[src/rtl/core/assert_macros.svh]
// Assertion macros for the hash table RTL, clocked on clk_i and gated by rst_ni
`ifndef ASSERT_MACROS_SVH
`define ASSERT_MACROS_SVH

`ifndef SYNTH
`define LPHT_ASSERT(lbl, prop) \
  lbl: assert property (@(posedge clk_i) disable iff (!rst_ni) (prop)) \
    else $error("assertion failed");
`define LPHT_ASSERT_NEVER(lbl, expr) \
  lbl: assert property (@(posedge clk_i) disable iff (!rst_ni) !(expr)) \
    else $error("forbidden condition seen");
`else
`define LPHT_ASSERT(lbl, prop)
`define LPHT_ASSERT_NEVER(lbl, expr)
`endif

`endif

[src/rtl/core/lpht_pkg.sv]
// Types, codes and constants shared by the hash table modules
`default_nettype none
package lpht_pkg;

  localparam int SLOTS_DEF    = 1024;
  localparam int SIZE_RST     = 1024;
  localparam int KEY_W        = 64;
  localparam int VAL_W        = 64;
  localparam int OP_W         = 2;
  localparam int STATUS_W     = 3;
  localparam int CFG_W        = 11;
  localparam int DIV_BITS     = 4;
  localparam int DIV_STEPS    = KEY_W / DIV_BITS;
  localparam int DIV_CNT_W    = $clog2(DIV_STEPS);

  localparam logic [63:0] MIX_C1 = 64'hbf58476d1ce4e5b9;
  localparam logic [63:0] MIX_C2 = 64'h94d049bb133111eb;
  localparam int          SHR_0  = 30;
  localparam int          SHR_1  = 27;
  localparam int          SHR_2  = 31;

  typedef enum logic [1:0] {
    OP_INSERT = 2'd0,
    OP_LOOKUP = 2'd1,
    OP_REMOVE = 2'd2
  } req_op_e;

  typedef enum logic [1:0] {
    ST_EMPTY = 2'd0,
    ST_USED  = 2'd1,
    ST_TOMB  = 2'd2
  } slot_st_e;

  typedef enum logic [2:0] {
    RS_OK       = 3'd0,
    RS_NOTFOUND = 3'd1,
    RS_DUP      = 3'd2,
    RS_FULL     = 3'd3,
    RS_NULL     = 3'd4
  } status_e;

  typedef enum logic [2:0] {
    EV_CONT,
    EV_HIT,
    EV_MISS,
    EV_DUP,
    EV_INS,
    EV_FULL
  } probe_ev_e;

  typedef enum logic [2:0] {
    S_CLEAR,
    S_IDLE,
    S_CHECK,
    S_HASH,
    S_READ,
    S_EVAL,
    S_DONE
  } ctrl_st_e;

  typedef enum logic [2:0] {
    H_IDLE,
    H_M0,
    H_M1,
    H_M2,
    H_DIV,
    H_DONE
  } hash_ph_e;

  typedef struct packed {
    logic clear_step;
    logic load_req;
    logic early;
    logic hash_start;
    logic init_probe;
    logic rd;
    logic advance;
    logic finish;
    logic out_load;
  } lpht_cmd_t;

  typedef struct packed {
    logic clear_last;
    logic early_done;
    logic hash_done;
    logic ev_cont;
    logic out_busy;
  } lpht_stat_t;

endpackage
`default_nettype wire

[src/rtl/core/lpht_ctrl.sv]
// Request sequencer: clear sweep, checks, hashing, probe loop and result hand-off
`default_nettype none
module lpht_ctrl (
  input  wire logic                 clk_i,
  input  wire logic                 rst_ni,
  input  wire logic                 cfg_we_i,
  input  wire logic                 req_valid_i,
  output logic                      req_ready_o,
  input  wire lpht_pkg::lpht_stat_t stat_i,
  output lpht_pkg::lpht_cmd_t       cmd_o
);
  import lpht_pkg::*;

  ctrl_st_e st_q, st_d;

  always_comb begin
    st_d = st_q;
    unique case (st_q)
      S_CLEAR: if (stat_i.clear_last) st_d = S_IDLE;
      S_IDLE:  if (req_valid_i) st_d = S_CHECK;
      S_CHECK: st_d = stat_i.early_done ? S_DONE : S_HASH;
      S_HASH:  if (stat_i.hash_done) st_d = S_READ;
      S_READ:  st_d = S_EVAL;
      S_EVAL:  st_d = stat_i.ev_cont ? S_READ : S_DONE;
      S_DONE:  if (!stat_i.out_busy) st_d = S_IDLE;
      default: st_d = S_CLEAR;
    endcase
    // a size write restarts the clear sweep
    if (cfg_we_i) st_d = S_CLEAR;
  end

  always_comb begin
    cmd_o            = '0;
    cmd_o.clear_step = (st_q == S_CLEAR);
    cmd_o.load_req   = (st_q == S_IDLE) && req_valid_i;
    cmd_o.early      = (st_q == S_CHECK) && stat_i.early_done;
    cmd_o.hash_start = (st_q == S_CHECK) && !stat_i.early_done;
    cmd_o.init_probe = (st_q == S_HASH) && stat_i.hash_done;
    cmd_o.rd         = (st_q == S_READ);
    cmd_o.advance    = (st_q == S_EVAL) && stat_i.ev_cont;
    cmd_o.finish     = (st_q == S_EVAL) && !stat_i.ev_cont;
    cmd_o.out_load   = (st_q == S_DONE) && !stat_i.out_busy;
  end

  assign req_ready_o = (st_q == S_IDLE);

  always_ff @(posedge clk_i or negedge rst_ni) begin
    if (!rst_ni) begin
      st_q <= S_CLEAR;
    end else begin
      st_q <= st_d;
    end
  end

endmodule
`default_nettype wire

[config.mk]
export PLATFORM = sky130hd
export DESIGN_NAME = lpht_ctrl
export DESIGN_NICKNAME = d
export VERILOG_FILES = /design/src/rtl/core/assert_macros.svh /design/src/rtl/core/lpht_pkg.sv /design/src/rtl/core/lpht_ctrl.sv
export SDC_FILE = /design/constraint.sdc
export NUM_CORES = 1
export LEC_CHECK = 0
export BUFFER_PORTS_ARGS = -buffer_cell sky130_fd_sc_hd__buf_2
export CORE_AREA = 10 10 47 49
export DETAILED_ROUTE_END_ITERATION = 7
export DIE_AREA = 0 0 57 59
export SYNTH_ARGS = -nofsm -noshare
export SYNTH_HDL_FRONTEND = slang
export SYNTH_SLANG_ARGS = --single-unit
[constraint.sdc]
create_clock -name clk_i -period 1.4 [get_ports clk_i]
set_input_delay 0.14 -clock clk_i [delete_from_list [all_inputs] [get_ports clk_i]]
set_output_delay 0.14 -clock clk_i [all_outputs]
set_load 0.02 [all_outputs]
Word level (Yosys, flattened, before mapping)
Index checks and enable logic that the tools add are counted.
W data, S select, Z words.
{"block": "word_totals", "ff_bits": 3, "inputBits": 9, "output_inout_bits": 10, "word_cells": 31}
{"block": "classes", "n_eq_ne": 10, "muxes": 8, "reduce_logical": 12}
{"op": "$pmux W3 S7", "n": 1}
{"op": "$mux W3", "n": 6}
{"op": "$ne A3 B3 Y1 const B", "n": 4}
{"op": "$eq A3 B3 Y1 const B", "n": 3}
{"op": "$logic_and A1 B1 Y1", "n": 7}
{"op": "$eq A3 B2 Y1 const B", "n": 2}
{"op": "$reduce_and A4 Y1", "n": 1}
{"op": "$eq A3 B1 Y1 const B", "n": 1}
{"op": "$logic_not A1 Y1", "n": 3}
{"op": "$logic_not A3 Y1", "n": 1}
{"op": "$mux W2", "n": 1}

Depth between registers and ports, before layout
Gate-level depths: netlist (run 1).
{"block": "depth", "ltp_word": 3, "mapped_depth": 4, "mapped_depth_nobuf": 3}

Worst setup path after synthesis (run 1)
Ideal clock, no wire load.
{"block": "synth_path", "path_kind": "register -> output", "startpoint": "reg st_q[1]", "endpoint": "out cmd_o[7] (netlist name)", "arrival_time_ns": 1.236, "required_ns": 1.260, "slack_ns": 0.024, "path_stages_with_launch": 4, "n_path_buf": 1, "path_cell_list": "dfrtp_1 > buf_6 > nor3b_2 > and2_1"}
{"element": "start: declaration", "line_no": "lpht_ctrl.sv:14", "rtl": "ctrl_st_e st_q, st_d;"}
{"element": "start signal: assignment", "line_no": "lpht_ctrl.sv:51", "rtl": "st_q <= st_d;"}
{"element": "end: declaration", "line_no": "lpht_ctrl.sv:10", "rtl": "output lpht_pkg::lpht_cmd_t cmd_o"}

==> results_dict.tcl, run 1 <==
set metrics [dict create \
    cap_violations 0 \
    largest_reg_flops 3 \
    die-area_um2 3360 \
    synth_nets 52 \
    n_antenna_cell 0 \
    layout.core_utilization_pct 48.0 \
    rows 14 \
    finalCritPeriodShare_pct 99.5 \
    hold_viol_final 0 \
    drt_iter0_drc 4 \
    num_vias 436 \
    synth-seq-area-share_pct 21.6 \
    critPathRequiredTime_ps 1260 \
    grtUsageTotal_pct 6.58 \
    synthTopCellsByArea "dfrtp_1 (22%), buf_6 (6.5%), mux2i_1 (5.8%)" \
    grt_max_degree 11 \
    synth-xor-area-share_pct 0 \
    antenna_found_initial 0 \
    grt_overflow 0 \
    final.setup_skew_ps 7.78 \
    ys_types 25 \
    start_kind "register" \
    critPathMaxFanout 7 \
    drc 0 \
    synth_top_area_share_pct 21.6 \
    p_leak_uw 0.000319 \
    core_um2 1400 \
    synth_top_family_by_area "simple AND/OR/NAND/NOR gates" \
    portBuffers 18 \
    ys_ff_latch 3 \
    synth_compound_area_share_pct 19.4 \
    yosys.area_share.simple_pct 42.1 \
    die_h_um 59 \
    worst_slew_pin_slew_ps 220 \
    clkPwrFrac_pct 11.7 \
    hold_ws_ps 113 \
    cp-end-kind "output port" \
    cts_buffers 3 \
    power.switching_uw 556 \
    p_int_uw 770 \
    cellPowerDensity_nw_per_um2 1970 \
    area_growth_pct 93.5 \
    syn_area_um2 348 \
    max_slew_margin_pct 85.2 \
    wl_per_cell_um 12.7 \
    hp-class "in2reg" \
    dr.pass1.iters 3 \
    worstPathArrival_ps 1250 \
    fillers 149 \
    ant_nets 0 \
    clkTransAtPathRegs_ps 40 \
    reg_top3 "st_q (3)" \
    vdd_drop_max_v 0.00107 \
    routabilityCongestion 0.774 \
    yosys_warnings 0 \
    seq_area_um2 78.8 \
    initial_core_util_pct 24.8 \
    grt_setup_unrepaired "true" \
    clock_path_buffers 2 \
    switching_share_pct 41.9 \
    synth_area_leader_cell "dfrtp_1" \
    viasPerCell 4.69 \
    cts_sinks 3 \
    grt_pass1_vias 419 \
    path_class "reg2out" \
    drive_gt1_share_pct 64.9 \
    synthAdderAreaFrac_pct 0 \
    die_w_um 57 \
    pwr-share-seq_pct 16.5 \
    multi_input_area_um2 283 \
    wl_um 1180 \
    drv_slew 0 \
    clock.fmax_mhz 718 \
    combPwrFrac_pct 71.9 \
    pin_count 19 \
    status "completed" \
    cts_tree "done" \
    regMostFlops "st_q" \
    htreeDepth 1 \
    synth.avg_cell_area_um2 8.09 \
    netlist_instances 43 \
    grt_pass1_wl_um 1800 \
    cts_root_buffer "clkbuf_4" \
    final_nets 87 \
    clk_latency_ps 240 \
    muxShareOfSynthArea_pct 5.76 \
    finalSetupViolations 0 \
    fin_crit_ps 1390 \
]
cells by family after synthesis:
logic type / after synthesis
flops: 3
buf+inv: 6
compound gates: 9
simple gates: 23
mux: 2
cell usage after synthesis:
cell and count:
a21o_1 2, a21oi_1 3, a31oi_1 1, and2_1 2, and3_1 1, and4b_1 1
buf_2 1, buf_6 2, dfrtp_1 3, inv_1 3, mux2i_1 2, nand2_1 3
nand2_2 1, nand3_1 1, nand3b_1 2, nor2_1 3, nor2b_4 1, nor3_1 4
nor3b_1 1, nor3b_2 1, o2bb2ai_2 1, o31a_1 1, o31ai_1 1, or2b_2 1
or3_1 1
layout make-up:
class	count	area share, %
inverter	3	1.67
clock buffer	4	3.90
timing repair buffer	33	37.7
sequential	3	11.7
multi-input combinational	34	42.0
tap	16	2.97
cells in the final DEF, fill, tap and decap left out, drive strengths merged, types with 2 or more instances in the layout:
cell type and count:
and2 2, mux2i 2, a21oi 3, a21o 2, dfrtp 3, nand3b 2
nor2 3, buf 32, clkbuf 4, nor3b 2, nor3 4, nand2 4
inv 3
power by group through the flow:
| stage | Sequential, µW | Combinational (µW) | Clock, µW |
|---|---|---|---|
| final | 218 | 953 | 155 |
| after global routing | 227 | 1020 | 171 |
| after CTS | 213 | 880 | 159 |
| after detailed placement | 220 | 579 | 0 |
| after global placement | 214 | 579 | 0 |
| after floorplan | 151 | 497 | 0 |
metal layers:
| layer | track usage (%) | vias up | routed length [µm] | share of wire, % |
|---|---|---|---|---|
| met3 | 6.22 | 0 | 175 | 15 |
| met1 | 6.33 | 199 | 459 | 39 |
| met4 | 1.01 | 0 | 0 | 0 |
| met5 | 0 | - | 0 | 0 |
| li1 | - | 220 | - | - |
| met2 | 10.4 | 17 | 543 | 46 |
critical path, cell delays in order, from the launching register on:
cell and delay, ps:
dfrtp_2 440, or2b_4 300, nor3_2 110, buf_4 160
path summary, 6_finish.rpt:
kind | startpoint | endpoint | cells past startpoint | slack, ps
worst max-delay path | st_q[1]$_DFFE_PN0P_ | cmd_o[5] | 3 | 7
worst min-delay path | cfg_we_i | st_q[2]$_DFFE_PN0P_ | 2 | 110
worst max register to register | st_q[1]$_DFFE_PN0P_ | st_q[0]$_DFFE_PN0P_ | 4 | 50
worst min register to register | st_q[0]$_DFFE_PN0P_ | st_q[2]$_DFFE_PN0P_ | 3 | 740
max in group asynchronous | rst_ni | st_q[0]$_DFFE_PN0P_ | 2 | 1050
min in group asynchronous | rst_ni | st_q[1]$_DFFE_PN0P_ | 2 | 220
what timing repair did:
| item | CTS | global route |
|---|---|---|
| hold endpoints to repair | 3 | 0 |
| setup buffers | 10 | 2 |
| pin swaps | 2 | 4 |
| setup endpoints to repair | 9 | 11 |
| hold buffers | 1 | 0 |
| resized for setup | 18 | 11 |
stage by stage:
stage	instance area, µm²	worst slack, ps	total power, µW	TNS, ps	instances
global route	673	-48.0	1420	-193	93
global placement	453	111	793	0	77
finish	673	7.20	1330	0	93
CTS	626	1.00	1250	0	92
floorplan	348	23.9	648	0	43
detailed placement	453	76.2	799	0	77
Note: power is estimated with default switching activity, not from simulation.
==> run 2: changes to the inputs <==
--- a/config.mk
+++ b/config.mk
@@ -5,10 +5,10 @@
 export SDC_FILE = /design/constraint.sdc
 export NUM_CORES = 1
 export LEC_CHECK = 0
-export BUFFER_PORTS_ARGS = -buffer_cell sky130_fd_sc_hd__buf_2
 export CORE_AREA = 10 10 47 49
 export DETAILED_ROUTE_END_ITERATION = 7
 export DIE_AREA = 0 0 57 59
+export DONT_BUFFER_PORTS = 1
 export SYNTH_ARGS = -nofsm -noshare
 export SYNTH_HDL_FRONTEND = slang
 export SYNTH_SLANG_ARGS = --single-unit
==> run 2 against run 1 <==
Sequential share of layout area rose by 2.1 points. Final cell count fell by 14%. Non-clock buffer count fell by 13. Hold slack got worse by 46 ps. Routed wire length fell by 1.4%. Clock-buffer cell count did not move. Sequential power barely moved. Utilization fell by 7.3 points. Combinational power fell by 12%.
==> results_dict.tcl, run 2 (synthesis gave the netlist of run 1 again) <==
set metrics [dict create \
    grt_busiest_layer "met2" \
    use_met3_pct 3.65 \
    cp-end-kind "output port" \
    hp-class "in2reg" \
    use_met1_pct 7.02 \
    area_growth_pct 64.0 \
    max_slew_margin_pct 84.5 \
    finalCritPeriodShare_pct 99.1 \
    clkTransAtPathRegs_ps 30 \
    core_um2 1400 \
    largest_reg_flops 3 \
    num_vias 384 \
    status "completed" \
    routabilityCongestion 0.851 \
    critPathMaxFanout 5 \
    critPathLaunch "st_q[0]$_DFFE_PN0P_" \
    grt_pass1_wl_um 1810 \
    portBuffers 0 \
    path_delay_family "flip-flops" \
    hold_viol_final 0 \
    reg_top3 "st_q (3)" \
    grt_pass1_vias 419 \
    wl_per_cell_um 14.5 \
    cts_sinks 3 \
    htreeDepth 1 \
    dp_cells 67 \
    crit_buf_inv 2 \
    wl_um 1160 \
    grtUsageTotal_pct 6.57 \
    power_uw 1200 \
    dp_hpwl_um 845 \
    slowest_stage "dfrtp_2" \
    antenna_found_initial 0 \
    clock_path_buffers 2 \
    reg2reg_from "st_q[1]$_DFFE_PN0P_" \
    clk_latency_ps 230 \
    drt_iter0_drc 6 \
    grt_util_met2_pct 9.92 \
    cap_violations 0 \
    path_class "reg2out" \
    final.setup_skew_ps 1.43 \
    grt_max_degree 15 \
    fillers 147 \
    ant_nets 0 \
    pin_count 19 \
    final_cells 80 \
    cts_buffers 3 \
    regMostFlops "st_q" \
    critPathRequiredTime_ps 1260 \
    clock.fmax_mhz 721 \
    cpPeakStageDelay_ps 410 \
    rows 14 \
    crit_chain "buf_4 > nor2b_4 > nand2_1 > nor2_1 > buf_4" \
    crit_top_cell "buf_4" \
    drive_gt1_share_pct 54.7 \
    final_common_cell "buf_4" \
    fin_crit_ps 1390 \
    final_nets 74 \
    layout_common_cells "buf_4 (14), buf_6 (4)" \
    die_w_um 57 \
    viasPerCell 4.80 \
    grt_overflow 0 \
    initial_core_util_pct 24.8 \
    die-area_um2 3360 \
    dr.pass1.iters 2 \
    drc 0 \
    n_antenna_cell 0 \
    cts_root_buffer "clkbuf_4" \
    start_kind "register" \
    grt_setup_unrepaired "true" \
    hp-start "cfg_we_i" \
    finalSetupTns_ps 0 \
    cts_tree "done" \
    worstPathArrival_ps 1250 \
    drv_slew 0 \
    finalSetupViolations 0 \
    vdd_drop_max_v 0.000835 \
    die_h_um 59 \
    cellPowerDensity_nw_per_um2 2110 \
    worst_slew_pin_slew_ps 233 \
    p_leak_uw 0.000259 \
]
==> run 2: cell types whose count changed in the layout (fill, tap and decap cells not counted), moves of 2 or more <==
cell / previous run / this run
nor3_1: 0 / 2
buf_6: 7 / 4
and2_4: 0 / 2
and2_1: 2 / 0
buf_4: 16 / 14
buf_2: 9 / 0
==> run 2: final timing paths <==
check	to	slack, ps	cells after the start
min reg2reg	st_q[0]$_DFFE_PN0P_	740	3
min in group asynchronous	st_q[2]$_DFFE_PN0P_	160	1
max reg2reg	st_q[1]$_DFFE_PN0P_	30	4
min	st_q[1]$_DFFE_PN0P_	70	2
max in group asynchronous	st_q[0]$_DFFE_PN0P_	1090	1
max	cmd_o[1]	10	5
==> run 2: report_power, final <==
part           internal [µW]  switching, µW  total (µW)
combinational            459            375         834
clock                    107           42.5         149
sequential               130           89.2         219
==> run 2: cell type report <==
type	instances	area, µm²	share of cell area [%]
multi-input combinational	34	264	46.3
tap	16	20.0	3.51
clock buffer	4	26.3	4.61
sequential	3	78.8	13.8
inverter	3	11.3	1.97
timing repair buffer	20	170	29.8
==> run 2: per-layer routing <==
metal  vias to the layer above  wire [µm]
li1                        193          -
met1                       174        469
met2                        15        533
met3                         2        151
met4                         0          6
met5                         -          0
==> run 2: metrics by stage <==
step           area (µm²)  hold slack (ps)  setup slack (ps)  util, %
4_1_cts               512             58.6             -7.62     36.5
3_3_place_gp          423             -155               118     30.2
2_1_floorplan         348             -156              23.9        -
3_5_place_dp          423             -155               114     30.2
6_report              571             66.9              12.4     40.7
5_1_grt               571             73.2             -74.6     40.7
==> run 2: repair_timing <==
action	4_1_cts	5_1_grt
hold endpoints to repair	4	0
gates resized for setup	11	8
pin swaps	0	2
hold buffers	2	0
endpoints found under the setup margin	8	10
buffers inserted	3	4
